`src/flt_pkg.sv`:
```
// Shared types and constants for the fraction reduction block.
`default_nettype none
package flt_pkg;

    localparam int WIDTH_DEFAULT = 32;

    localparam logic STATUS_OK       = 1'b0;
    localparam logic STATUS_DEN_ZERO = 1'b1;

    typedef enum logic [1:0] {
        ST_IDLE,
        ST_GCD,
        ST_DIV,
        ST_DONE
    } t_state;

    typedef struct packed {
        logic load;
        logic gcd_step;
        logic gcd_finish;
        logic div_step;
        logic out_load;
    } t_ctrl_cmd;

    typedef struct packed {
        logic den_zero;
        logic gcd_done;
    } t_ctrl_sts;

endpackage
`default_nettype wire

```
`src/flt_if.sv`:
```
// Handshake channels for fraction items and reduced results.
`default_nettype none
interface flt_in_if #(
    parameter int WIDTH = flt_pkg::WIDTH_DEFAULT
);
    logic             valid;
    logic             ready;
    logic [WIDTH-1:0] num_in;
    logic [WIDTH-1:0] den_in;

    modport source (output valid, output num_in, output den_in, input ready);
    modport sink   (input valid, input num_in, input den_in, output ready);
endinterface

interface flt_out_if #(
    parameter int WIDTH = flt_pkg::WIDTH_DEFAULT
);
    logic             valid;
    logic             ready;
    logic [WIDTH-1:0] num_out;
    logic [WIDTH-1:0] den_out;
    logic [WIDTH-2:0] common_divisor;
    logic             status;

    modport source (output valid, output num_out, output den_out,
                    output common_divisor, output status, input ready);
    modport sink   (input valid, input num_out, input den_out,
                    input common_divisor, input status, output ready);
endinterface
`default_nettype wire

```
`src/flt_ctrl.sv`:
```
// Sequencing state machine for load, gcd, division and result handoff.
`default_nettype none
module flt_ctrl #(
    parameter int WIDTH = flt_pkg::WIDTH_DEFAULT
) (
    input  logic                i_clk,
    input  logic                i_rst_n,
    input  logic                i_in_valid,
    output logic                o_in_ready,
    output logic                o_out_valid,
    input  logic                i_out_ready,
    input  flt_pkg::t_ctrl_sts  i_sts,
    output flt_pkg::t_ctrl_cmd  o_cmd
);
    localparam int CW = (WIDTH > 1) ? $clog2(WIDTH) : 1;

    flt_pkg::t_state r_state, n_state;
    logic [CW-1:0]   r_cnt, n_cnt;
    logic            r_out_valid, n_out_valid;

    always_ff @(posedge i_clk) begin
        if (!i_rst_n) begin
            r_state     <= flt_pkg::ST_IDLE;
            r_cnt       <= '0;
            r_out_valid <= 1'b0;
        end else begin
            r_state     <= n_state;
            r_cnt       <= n_cnt;
            r_out_valid <= n_out_valid;
        end
    end

    always_comb begin
        n_state    = r_state;
        n_cnt      = r_cnt;
        o_cmd      = '0;
        o_in_ready = 1'b0;
        case (r_state)
            flt_pkg::ST_IDLE: begin
                o_in_ready = 1'b1;
                if (i_in_valid) begin
                    o_cmd.load = 1'b1;
                    n_state    = flt_pkg::ST_GCD;
                end
            end
            flt_pkg::ST_GCD: begin
                if (i_sts.den_zero) begin
                    n_state = flt_pkg::ST_DONE;
                end else if (i_sts.gcd_done) begin
                    o_cmd.gcd_finish = 1'b1;
                    n_cnt            = '0;
                    n_state          = flt_pkg::ST_DIV;
                end else begin
                    o_cmd.gcd_step = 1'b1;
                end
            end
            flt_pkg::ST_DIV: begin
                o_cmd.div_step = 1'b1;
                n_cnt          = r_cnt + 1'b1;
                if (r_cnt == CW'(WIDTH - 1)) begin
                    n_state = flt_pkg::ST_DONE;
                end
            end
            flt_pkg::ST_DONE: begin
                if (!r_out_valid || i_out_ready) begin
                    o_cmd.out_load = 1'b1;
                    n_state        = flt_pkg::ST_IDLE;
                end
            end
            default: begin
                n_state = flt_pkg::ST_IDLE;
            end
        endcase
        n_out_valid = o_cmd.out_load | (r_out_valid & ~i_out_ready);
    end

    assign o_out_valid = r_out_valid;

endmodule
`default_nettype wire

```
`src/flt_datapath.sv`:
```
// Operand registers, binary gcd unit, two restoring dividers, result register.
`default_nettype none
module flt_datapath #(
    parameter int WIDTH = flt_pkg::WIDTH_DEFAULT
) (
    input  logic               i_clk,
    input  logic [WIDTH-1:0]   i_num_in,
    input  logic [WIDTH-1:0]   i_den_in,
    input  flt_pkg::t_ctrl_cmd i_cmd,
    output flt_pkg::t_ctrl_sts o_sts,
    output logic [WIDTH-1:0]   o_num_out,
    output logic [WIDTH-1:0]   o_den_out,
    output logic [WIDTH-2:0]   o_common_divisor,
    output logic               o_status
);
    localparam int KW = (WIDTH > 1) ? $clog2(WIDTH) : 1;

    logic [WIDTH-1:0] r_n_raw, r_d_raw;
    logic [WIDTH-1:0] r_a, r_b, r_g;
    logic [KW-1:0]    r_k;
    logic [WIDTH-1:0] r_qn, r_qd, r_rn, r_rd;
    logic [WIDTH-1:0] r_num_out, r_den_out;
    logic [WIDTH-2:0] r_cd;
    logic             r_status;

    logic [WIDTH-1:0] in_num_mag, in_den_mag, n_mag, d_mag;
    logic [WIDTH-1:0] rn_sh, rd_sh, num_q_signed, den_q_signed;
    logic             n_neg, d_neg, num_zero;

    assign in_num_mag = i_num_in[WIDTH-1] ? (~i_num_in + 1'b1) : i_num_in;
    assign in_den_mag = i_den_in[WIDTH-1] ? (~i_den_in + 1'b1) : i_den_in;
    assign n_neg      = r_n_raw[WIDTH-1];
    assign d_neg      = r_d_raw[WIDTH-1];
    assign n_mag      = n_neg ? (~r_n_raw + 1'b1) : r_n_raw;
    assign d_mag      = d_neg ? (~r_d_raw + 1'b1) : r_d_raw;
    assign num_zero   = (r_n_raw == '0);

    assign rn_sh = {r_rn[WIDTH-2:0], r_qn[WIDTH-1]};
    assign rd_sh = {r_rd[WIDTH-2:0], r_qd[WIDTH-1]};

    assign num_q_signed = n_neg ? (~r_qn + 1'b1) : r_qn;
    assign den_q_signed = d_neg ? (~r_qd + 1'b1) : r_qd;

    assign o_sts.den_zero = (r_d_raw == '0);
    assign o_sts.gcd_done = (r_a == '0) || (r_b == '0);

    always_ff @(posedge i_clk) begin
        if (i_cmd.load) begin
            r_n_raw <= i_num_in;
            r_d_raw <= i_den_in;
            r_a     <= in_num_mag;
            r_b     <= in_den_mag;
            r_k     <= '0;
        end else if (i_cmd.gcd_step) begin
            if (!r_a[0] && !r_b[0]) begin
                r_a <= r_a >> 1;
                r_b <= r_b >> 1;
                r_k <= r_k + 1'b1;
            end else if (!r_a[0]) begin
                r_a <= r_a >> 1;
            end else if (!r_b[0]) begin
                r_b <= r_b >> 1;
            end else if (r_a >= r_b) begin
                r_a <= r_a - r_b;
            end else begin
                r_b <= r_b - r_a;
            end
        end

        if (i_cmd.gcd_finish) begin
            r_g  <= (r_a | r_b) << r_k;
            r_qn <= n_mag;
            r_qd <= d_mag;
            r_rn <= '0;
            r_rd <= '0;
        end else if (i_cmd.div_step) begin
            if (rn_sh >= r_g) begin
                r_rn <= rn_sh - r_g;
                r_qn <= {r_qn[WIDTH-2:0], 1'b1};
            end else begin
                r_rn <= rn_sh;
                r_qn <= {r_qn[WIDTH-2:0], 1'b0};
            end
            if (rd_sh >= r_g) begin
                r_rd <= rd_sh - r_g;
                r_qd <= {r_qd[WIDTH-2:0], 1'b1};
            end else begin
                r_rd <= rd_sh;
                r_qd <= {r_qd[WIDTH-2:0], 1'b0};
            end
        end

        if (i_cmd.out_load) begin
            if (o_sts.den_zero) begin
                r_num_out <= r_n_raw;
                r_den_out <= r_d_raw;
                r_cd      <= '0;
                r_status  <= flt_pkg::STATUS_DEN_ZERO;
            end else begin
                r_num_out <= num_q_signed;
                r_den_out <= num_zero ? {{(WIDTH-1){1'b0}}, 1'b1} : den_q_signed;
                r_cd      <= r_g[WIDTH-1] ? '1 : r_g[WIDTH-2:0];
                r_status  <= flt_pkg::STATUS_OK;
            end
        end
    end

    assign o_num_out        = r_num_out;
    assign o_den_out        = r_den_out;
    assign o_common_divisor = r_cd;
    assign o_status         = r_status;

endmodule
`default_nettype wire

```
`src/fraction_lowest_terms.sv`:
```
// Top level of the fraction reduction block: controller plus datapath.
//
// Input channel i_fraction carries num_in/den_in (signed, WIDTH bits); an
// item is taken when valid and ready are both high. Output channel o_result
// carries num_out, den_out, common_divisor and status under the same rule.
// One item is worked on at a time; ready on the input is high only when the
// controller is idle.
// Steps per item: a load, binary-gcd steps (one subtract or shift each,
// their number set by the magnitudes' bit lengths), forming the gcd, the
// two restoring dividers running side by side, and writing the result
// register. A zero denominator skips gcd and division.
// The result register parts the two sides: a new item may be accepted while
// the previous result still waits. If the receiver stalls, the finished
// item holds in the controller until the result register frees.
// Synchronous reset clears the controller and the output valid; no result
// is offered after reset until an item has completed.
`default_nettype none
module fraction_lowest_terms #(
    parameter int WIDTH = flt_pkg::WIDTH_DEFAULT
) (
    input  logic       i_clk,
    input  logic       i_rst_n,
    flt_in_if.sink     i_fraction,
    flt_out_if.source  o_result
);
    flt_pkg::t_ctrl_cmd cmd;
    flt_pkg::t_ctrl_sts sts;

    flt_ctrl #(
        .WIDTH (WIDTH)
    ) u_ctrl (
        .i_clk       (i_clk),
        .i_rst_n     (i_rst_n),
        .i_in_valid  (i_fraction.valid),
        .o_in_ready  (i_fraction.ready),
        .o_out_valid (o_result.valid),
        .i_out_ready (o_result.ready),
        .i_sts       (sts),
        .o_cmd       (cmd)
    );

    flt_datapath #(
        .WIDTH (WIDTH)
    ) u_datapath (
        .i_clk            (i_clk),
        .i_num_in         (i_fraction.num_in),
        .i_den_in         (i_fraction.den_in),
        .i_cmd            (cmd),
        .o_sts            (sts),
        .o_num_out        (o_result.num_out),
        .o_den_out        (o_result.den_out),
        .o_common_divisor (o_result.common_divisor),
        .o_status         (o_result.status)
    );

endmodule
`default_nettype wire
```
`src/flat_wrapper.sv`:
```
// flat-port wrapper written by rule: the top's interface ports become plain ports
module fraction_lowest_terms_flat 
#(
    parameter int WIDTH = flt_pkg::WIDTH_DEFAULT
)
  (i_clk, i_rst_n, i_fraction_valid, i_fraction_num_in, i_fraction_den_in, i_fraction_ready, o_result_valid, o_result_num_out, o_result_den_out, o_result_common_divisor, o_result_status, o_result_ready);
  flt_in_if #(.WIDTH(WIDTH)) i_fraction_i ();
  flt_out_if #(.WIDTH(WIDTH)) o_result_i ();
  input  logic i_clk;
  input  logic i_rst_n;
  input wire logic [$bits(i_fraction_i.valid)-1:0] i_fraction_valid;
  input wire logic [$bits(i_fraction_i.num_in)-1:0] i_fraction_num_in;
  input wire logic [$bits(i_fraction_i.den_in)-1:0] i_fraction_den_in;
  output wire logic [$bits(i_fraction_i.ready)-1:0] i_fraction_ready;
  output wire logic [$bits(o_result_i.valid)-1:0] o_result_valid;
  output wire logic [$bits(o_result_i.num_out)-1:0] o_result_num_out;
  output wire logic [$bits(o_result_i.den_out)-1:0] o_result_den_out;
  output wire logic [$bits(o_result_i.common_divisor)-1:0] o_result_common_divisor;
  output wire logic [$bits(o_result_i.status)-1:0] o_result_status;
  input wire logic [$bits(o_result_i.ready)-1:0] o_result_ready;
  assign i_fraction_i.valid = i_fraction_valid;
  assign i_fraction_i.num_in = i_fraction_num_in;
  assign i_fraction_i.den_in = i_fraction_den_in;
  assign i_fraction_ready = i_fraction_i.ready;
  assign o_result_valid = o_result_i.valid;
  assign o_result_num_out = o_result_i.num_out;
  assign o_result_den_out = o_result_i.den_out;
  assign o_result_common_divisor = o_result_i.common_divisor;
  assign o_result_status = o_result_i.status;
  assign o_result_i.ready = o_result_ready;
  fraction_lowest_terms #(.WIDTH(WIDTH)) u_core (.i_clk(i_clk), .i_rst_n(i_rst_n), .i_fraction(i_fraction_i), .o_result(o_result_i));
endmodule
```
`config.mk`:
```
export PLATFORM = sky130hd
export DESIGN_NAME = fraction_lowest_terms_flat
export DESIGN_NICKNAME = d
export VERILOG_FILES = /design/src/flt_pkg.sv /design/src/flt_if.sv /design/src/flt_ctrl.sv /design/src/flt_datapath.sv /design/src/fraction_lowest_terms.sv /design/src/flat_wrapper.sv
export SDC_FILE = /design/constraint.sdc
export NUM_CORES = 1
export LEC_CHECK = 0
export BUFFER_PORTS_ARGS = -buffer_cell sky130_fd_sc_hd__buf_2
export CAP_MARGIN = 40
export CORE_AREA = 4 4 339 341
export CTS_CLUSTER_SIZE = 25
export DETAILED_ROUTE_END_ITERATION = 12
export DIE_AREA = 0 0 343 345
export GPL_TIMING_DRIVEN = 0
export PLACE_DENSITY_LB_ADDON = 0.25
export SLEW_MARGIN = 40
export SYNTH_ARGS = -nofsm -noshare
export SYNTH_HDL_FRONTEND = slang
export SYNTH_SLANG_ARGS = --single-unit
```
`constraint.sdc`:
```
create_clock -name i_clk -period 10.55 [get_ports i_clk]
set_clock_uncertainty 0.15 [all_clocks]
set_input_delay 0.5275 -clock i_clk [delete_from_list [all_inputs] [get_ports i_clk]]
set_output_delay 0.5275 -clock i_clk [all_outputs]
set_load 0.02 [all_outputs]
```
==> results of run 1 <==
## repair_timing
item | 4_1_cts | 5_1_grt
hold endpoints to repair | 11 | 0
setup buffers | 0 | 0
hold buffers | 11 | 0
## synthesized netlist by cell type (8+ instances only)
library cell | instances | area [µm²]
inv_1 | 185 | 694
nor4_1 | 36 | 225
and3_1 | 10 | 62.6
mux4_2 | 34 | 766
or4_1 | 27 | 203
or2_2 | 8 | 50.1
mux2_2 | 9 | 101
o41ai_1 | 28 | 245
xor2_1 | 179 | 1570
and2_1 | 12 | 75.1
o21bai_1 | 32 | 240
dfxtp_1 | 75 | 1500
or3_1 | 28 | 175
a211oi_1 | 50 | 375
mux2i_1 | 36 | 360
nand4_1 | 19 | 119
a31oi_1 | 22 | 138
nor2_1 | 253 | 950
o21a_1 | 14 | 105
o31ai_1 | 56 | 420
o22ai_1 | 13 | 81.3
o21ai_0 | 238 | 1190
nor2b_1 | 30 | 188
nand2b_1 | 26 | 163
buf_2 | 8 | 40.0
nor3_1 | 58 | 290
buf_1 | 18 | 67.6
a221oi_1 | 43 | 377
edfxtp_1 | 320 | 9610
a21oi_1 | 288 | 1440
ha_1 | 172 | 2150
a21o_1 | 46 | 345
o221ai_1 | 8 | 70.1
xnor2_1 | 103 | 902
nand2_1 | 258 | 968
nand3_1 | 32 | 160
clkbuf_1 | 134 | 503
## per-layer routing
layer	GRT usage, %	vias to the layer above
met3	2.63	105
met5	0	-
met4	4.40	2
met2	25.0	730
li1	-	11500
met1	24.3	11700
## worst max-delay path, cell delays in order, from the launching register on
cell and delay, ps:
edfxtp_1 470, inv_1 100, ha_1 290, clkbuf_1 220, or4_1 660, nor4_1 690, nand3_1 150, a21oi_1 130
o21ai_0 210, o311a_1 210, nor2_1 480, inv_1 320, nor3_1 470, buf_2 370, buf_2 270, a221oi_1 160
a21oi_1 160
## cell usage in the layout (no fill, tap or decap), drive strengths merged, types with 13 or more instances in the layout
master	synthesis	routed
a211oi	50	50
a21o	46	46
a21oi	288	288
a221oi	43	43
a31oi	22	22
buf	26	202
clkbuf	134	185
clkinv	0	19
dfxtp	75	75
edfxtp	320	320
ha	172	172
inv	185	187
mux2i	36	36
mux4	34	34
nand2	258	258
nand2b	27	27
nand3	32	32
nand4	19	19
nor2	253	253
nor2b	30	30
nor3	59	59
nor4	37	37
o21a	14	14
o21ai	241	241
o21bai	32	32
o22ai	13	13
o31ai	57	57
o41ai	30	30
or3	30	30
or4	30	30
xnor2	103	103
xor2	179	179
## report_power, final
group	total (W)	switching [W]	internal [W]
logic	0.00598	0.00377	0.00221
clock network	0.00176	0.000718	0.00104
registers	0.00286	0.000510	0.00235
total	0.0106	0.00500	0.00560
## worst paths after layout
check                             start                            end  slack (ps)  depth (start not counted)
min reg2reg  u_core.u_datapath.r_rd[30]     u_core.u_datapath.r_rd[30]         320                          2
max reg2reg   u_core.u_datapath.r_a[24]      u_core.u_datapath.r_a[22]        4860                         16
max           u_core.u_datapath.r_a[24]      u_core.u_datapath.r_a[22]        4860                         16
min               i_fraction_num_in[26]  u_core.u_datapath.r_n_raw[26]          20                          1
## stage by stage
step / cell area [µm²] / power, W / hold WS, ps / setup slack [ps]
3_5_place_dp: 30900 / 0.00871 / 315 / 4920
4_1_cts: 32600 / 0.0105 / 1.48 / 4890
3_3_place_gp: 30600 / 0.00870 / 306 / 1910
6_report: 32600 / 0.0106 / 24.2 / 4860
5_1_grt: 32600 / 0.0113 / 14.2 / 4600
2_1_floorplan: 27900 / 0.00685 / 279 / 4990
## cell families (layout without fill, tap and decap cells)
kind of cell | after synthesis | in the layout | synth area share (%)
AOI/OAI and AO/OA | 910 | 910 | 20.4
xor gates and xnor gates | 282 | 282 | 8.86
adders and majority gates | 176 | 176 | 8.01
buffers and inverters | 345 | 618 | 4.68
DFF | 395 | 395 | 39.9
muxes | 79 | 79 | 4.40
other | 0 | 3 | 0
and+or+nand+nor | 820 | 820 | 13.8
## flip-flops by register name, summed over array words and instances (netlist names)
signal	count
u_core.u_datapath.r_rn	31
u_core.u_ctrl.r_state	2
u_core.u_datapath.r_a	32
u_core.u_datapath.r_rd	31
u_core.u_datapath.r_b	32
u_core.u_datapath.r_g	32
u_core.u_datapath.r_d_raw	32
u_core.u_datapath.o_den_out	32
u_core.u_datapath.o_num_out	32
u_core.u_datapath.r_k	5
u_core.u_ctrl.r_cnt	5
u_core.u_datapath.o_status	1
u_core.u_datapath.r_qd	32
u_core.u_ctrl.o_out_valid	1
u_core.u_datapath.r_qn	32
u_core.u_datapath.o_common_divisor	31
u_core.u_datapath.r_n_raw	32
## layout make-up
| type | count | area [µm²] |
|---|---|---|
| inverters | 185 | 699 |
| fillers | 11800 | 79300 |
| plain buffers | 160 | 628 |
| repair buffers | 187 | 1180 |
| clock inverters | 35 | 392 |
| well taps | 1500 | 1880 |
| diodes | 3 | 7.51 |
| clock buffers | 51 | 1230 |
| flip-flops and latches | 395 | 11100 |
| multi-input cells | 2267 | 15500 |
==> metrics.yaml, run 1 <==
end_kind: "flip-flop"
highest_layer: "met5"
hold_violations: 0
numCtsBuffers: 47
rsz0062_at_grt: "false"
start_util_pct: 24.9
port_buffers: 165
die_area_um2: 118000
final_nets: 3487
async_flop_share_pct: 0
hold_class: "primary input to flip-flop"
drt-met1-wl_um: 48200
worst_slew_pin_slew_ps: 871
cts_sinks: 395
synth-edff-count: 320
syn_avg_cell_area_um2: 9.27
start_kind: "flip-flop"
syn_area_um2: 27900
setup_violations: 0
die_y_um: 345
worstPathMaxFanout: 10
drc: 0
hpwl_um: 79100
post_drt_wl_per_cell_um: 21.1
fin_util_pct: 29.2
placementRows: 123
grt_pass1_vias: 22900
wl_met2_um: 43600
cts_max_level: 2
yosys_warnings: 0
crit_type: "flip-flop to flip-flop"
synthFlopType: "edfxtp_1"
dr.pass1.iters: 6
clk-insertion-delay-late_ps: 610
yosys_register_bits: 395
setup_tns_ps: 0
grt_pass1_wl_um: 151000
leakage_nw: 12.4
powerDensity_nw_per_um2: 325
antenna_found_initial: 4
peakVddDrop_uv: 141
syn_inst: 3007
dp_cells: 4683
drv_slew: 0
layout-drive-gt1-share_pct: 10.5
cts_tree: "built"
fin_crit_sh_pct: 53.9
syn_to_final_growth_pct: 17.1
synth_cell_types: 78
fmax_mhz: 176
period_needed_ps: 5690
clk_path_buf_depth: 3
slew_headroom_pct: 41.9
grtUsageTotal_pct: 16.5
overflow: 0
ios: 166
stdcell_count: 4783
drt-total-wl_um: 101000
wl_met3_um: 6600
cp.required_ps: 10860
vias: 24100
root_buffer: "clkbuf_16"
seq_area_frac_synth_pct: 39.9
cts-resized-gates: 0
gp_congestion: 0.910
first_iter_violations: 2122
grt_max_degree: 56
outcome: "finished clean"
ant_nets: 0
clkTransAtPathRegs_ps: 60
viasPerCell: 5.03
drv_cap: 0
syn_nets: 3251
critical_path_arrival_ps: 6000
core-area_um2: 112000
die_w_um: 343
Power figures use the tool's default switching activity.
==> run 2, diff against run 1 <==
clock period = 5.4 ns   (was 10.55 ns; I/O delays follow)
==> metrics.yaml, run 2 (synthesized netlist as in run 1, its figures left out) <==
outcome: "finished clean"
hold_violations: 0
first_iter_violations: 2142
fin_crit_sh_pct: 95.6
critical_path_arrival_ps: 5340
overflow: 0
gp_congestion: 0.892
clkTransAtPathRegs_ps: 70
grt_pass1_wl_um: 152000
placementRows: 123
stdcell_count: 4844
worstPathMaxFanout: 10
setup_violations: 0
leakage_nw: 12.7
drc: 0
ios: 166
port_buffers: 165
clk-insertion-delay-late_ps: 610
die_area_um2: 118000
crit_type: "flip-flop to flip-flop"
final_cell_mix: "edfxtp_1 (320), a21oi_1 (288), nand2_1 (257), nor2_1 (251), o21ai_0 (238)"
numCtsBuffers: 47
start_util_pct: 24.9
dr.pass1.iters: 7
layout_commonest_cell: "edfxtp_1"
grt_max_degree: 56
die_w_um: 343
slew_headroom_pct: 41.3
vias: 24400
hold_slack_ps: 148
root_buffer: "clkbuf_16"
die_y_um: 345
worst_slew_pin_slew_ps: 880
grt_pass1_vias: 23500
start_kind: "flip-flop"
dp_cells: 4684
fmax_mhz: 194
core-area_um2: 112000
worst-path-buf-inv: 3
drv_slew: 0
cp.required_ps: 5580
drv_cap: 0
fin_util_pct: 29.8
crit_family: "simple AND/OR/NAND/NOR gates"
ant_nets: 0
fillCellCount: 11900
end_kind: "flip-flop"
hold_class: "primary input to flip-flop"
drt-total-wl_um: 102000
post_drt_wl_per_cell_um: 21.0
peakVddDrop_uv: 257
final_nets: 3543
syn_to_final_growth_pct: 19.4
hpwl_um: 79700
rsz0062_at_grt: "false"
cts_max_level: 2
cts_sinks: 395
viasPerCell: 5.03
cpMostUsedCell: "buf_2"
cts_tree: "built"
antenna_found_initial: 8
period_needed_ps: 5160
worstPathCellList: "or3_1 -> or3_1 -> or4_1 -> nor3_1 -> nand3_2 -> nand3_1 -> buf_2 -> buf_2 -> buf_2 -> a21oi_1"
cpPeakStageDelay_ps: 660
layout-drive-gt1-share_pct: 10.5
grtUsageTotal_pct: 16.7
cpMaxStageDelayCell: "buf_2"
powerDensity_nw_per_um2: 627
clk_path_buf_depth: 3
## run 2: metrics by stage
step           TNS, ps  total power (W)  cell area, µm²  setup slack (ps)
6_report             0           0.0209           33300               238
5_1_grt              0           0.0223           33300              21.0
4_1_cts              0           0.0207           33300               110
3_5_place_dp     -7920           0.0170           30900              -193
3_3_place_gp   -161600           0.0170           30600             -1530
2_1_floorplan        0           0.0134           27900              1220
## run 2: metal layers
layer  vias up  wire length, µm  GRT usage (%)
met5         -               27              0
met4         4             3150           5.18
met3       122             6950           2.73
met2       812            43500           25.3
met1     11800            48000           24.1
li1      11600                -              -
## run 2: power by group
part / internal, W / leakage, nW / switching, W / total [W]
sequential: 0.00458 / 3.59 / 0.00101 / 0.00559
combinational: 0.00436 / 8.26 / 0.00737 / 0.0117
clock: 0.00214 / 0.816 / 0.00142 / 0.00356
total: 0.0111 / 12.7 / 0.00979 / 0.0209
## run 2: cell type report
type                       count  area (µm²)  share of cell area [%]
clock inverter                34         455                    1.37
antenna                        8        20.0                  0.0601
clock buffer                  52        1240                    3.72
timing repair buffer         243        1750                    5.25
sequential                   395       11100                    33.4
tap                         1500        1880                    5.64
multi-input combinational   2267       15500                    46.6
inverter                     185         699                    2.10
buffer                       160         628                    1.89
## run 2: worst min-delay path, stage by stage
cell and delay [ps]:
buf_2 110, o22ai_1 140, a211o_1 170, mux2i_1 80, nor2b_1 100
## run 2: timing repair
action,in CTS,in global routing
endpoints found under the hold margin,96,0
hold buffers,66,0
setup buffers,0,0
resized for setup,3,2
setup endpoints to repair,89,45
## run 2: worst paths after layout
check / start / to / slack [ps] / depth (start not counted)
worst min-delay path: i_fraction_valid / u_core.u_ctrl.r_state[1] / 150 / 5
worst max register to register: u_core.u_datapath.r_d_raw[15] / u_core.u_datapath.r_qn[0] / 240 / 10
worst max-delay path: u_core.u_datapath.r_d_raw[15] / u_core.u_datapath.r_qn[0] / 240 / 10
worst min register to register: u_core.u_datapath.r_rd[30] / u_core.u_datapath.r_rd[30] / 320 / 2
==> run 3, diff against run 2 <==
SETUP_SLACK_MARGIN = 0.4   (was unset)
==> metrics.yaml, run 3 (synthesized netlist as in run 1, its figures left out) <==
outcome: "finished clean"
final_nets: 3543
clk-insertion-delay-late_ps: 610
placementRows: 123
port_buffers: 165
cts_sinks: 395
whs_path_depth: 5
total_power_w: 0.0209
core-area_um2: 112000
worstPathCellList: "inv_1 -> ha_1 -> inv_1 -> fa_1 -> nand2b_1 -> a21oi_1 -> o21ai_0 -> a21oi_1 -> a311oi_1 -> o21a_1 -> o31ai_1 -> a311o_1 -> a211oi_1 -> xnor2_1 -> o221ai_1"
worstSetupStartpoint: "u_core.u_datapath.r_a[0]"
layout-drive-gt1-share_pct: 10.6
viasPerCell: 5.04
slew_headroom_pct: 43.2
ant_nets: 0
die_area_um2: 118000
end_kind: "flip-flop"
start_util_pct: 24.9
drt-total-wl_um: 102000
grt_pass1_wl_um: 152000
dr.pass1.iters: 5
postCtsSetupBuffers: 0
grtUsageTotal_pct: 16.6
fin_crit_sh_pct: 87.9
ios: 166
powerDensity_nw_per_um2: 628
setup_tns_ps: 0
hold_violations: 0
vias: 24400
post_drt_wl_per_cell_um: 21.0
numCtsBuffers: 47
die_y_um: 345
multiInputGateArea_um2: 15500
cts_tree: "built"
r2r_end: "u_core.u_datapath.r_a[30]"
drv_cap: 0
drv_slew: 0
clk_path_buf_depth: 3
grt_pass1_vias: 23500
grt_max_degree: 56
crit_type: "flip-flop to flip-flop"
antenna_found_initial: 8
drc: 0
final_cell_mix: "edfxtp_1 (320), a21oi_1 (288), nand2_1 (257), nor2_1 (251), o21ai_0 (237)"
setup_violations: 0
critical_path_arrival_ps: 4930
cp.required_ps: 5580
first_iter_violations: 2096
fmax_mhz: 211
die_w_um: 343
hpwl_um: 79700
root_buffer: "clkbuf_16"
r2r_start: "u_core.u_datapath.r_a[0]"
worst_slew_pin_slew_ps: 844
peakVddDrop_uv: 257
ff_latch_area_um2: 11100
clkTransAtPathRegs_ps: 70
leakage_nw: 12.7
cpPeakStageDelay_ps: 600
fillCellCount: 11900
gp_congestion: 0.892
worst-path-buf-inv: 2
crit_family: "compound AO/OA/AOI/OAI gates"
overflow: 0
start_kind: "flip-flop"
rsz0062_at_grt: "false"
reg2regPathDepth: 15
period_needed_ps: 4750
syn_to_final_growth_pct: 19.6
worstPathMaxFanout: 5
cpMaxStageDelayCell: "a311oi_1"
cts_max_level: 2
hp-start: "i_fraction_valid"
layout_commonest_cell: "edfxtp_1"
hold_class: "primary input to flip-flop"
rrSetupSlack_ps: 650
holdPathEnd: "u_core.u_ctrl.r_state[1]"
## run 3: cell count changes in the layout (fill, tap and decap cells not counted), sizes merged
cell and delta:
buf -1, clkbuf +1, diode -1
## run 3: tightest hold or removal path, stage by stage
cell,delay [ps]
buf_2,110
o22ai_1,140
a211o_1,170
mux2i_1,80
nor2b_1,100
## run 3: per-stage QoR
stage | hold WS [ps] | worst slack (ps) | area, µm² | util, % | std cells
finish | 150 | 654 | 33300 | 29.8 | 4843
global placement | 310 | -1530 | 30600 | 27.3 | 4672
floorplan | 219 | 1220 | 27900 | - | 3007
global route | 218 | 429 | 33300 | 29.8 | 4839
CTS | 120 | 405 | 33300 | 29.7 | 4836
detailed placement | 316 | -193 | 30900 | 27.6 | 4684
## run 3: report_power, final
group	total, W	internal [W]	switching, W
sequential	0.00558	0.00458	0.00100
clock	0.00356	0.00214	0.00142
combinational	0.0118	0.00437	0.00740
total	0.0209	0.0111	0.00982
## run 3: final cells by class
class	instances	share of cell area [%]
antenna	7	0.0526
buffer	160	1.91
clock buffer	52	3.71
clock inverter	34	1.37
inverter	185	2.10
multi-input combinational	2267	46.6
sequential	395	33.3
tap	1500	5.63
timing repair buffer	243	5.25
## run 3: worst max-delay path by stage
stage,end,cells past startpoint
2_1_floorplan,u_core.u_datapath.r_qd[0],11
3_3_place_gp,u_core.u_datapath.r_qn[16],11
3_5_place_dp,u_core.u_datapath.r_a[22],16
4_1_cts,u_core.u_datapath.r_qn[24],12
5_1_grt,u_core.u_datapath.r_rn[22],17
6_report,u_core.u_datapath.r_a[30],15
## run 3: repair_timing
item                                    CTS  global route
endpoints found under the setup margin  254           115
hold endpoints to repair                 96             0
resized for setup                         8             8
cloned                                    0             0
hold buffers                             66             0
## run 3: layer usage
layer  global-route usage, %  wire length [µm]
met5                       0                41
met4                    5.24              3230
met3                    2.77              7180
met2                    25.3             43500
met1                    24.0             47800
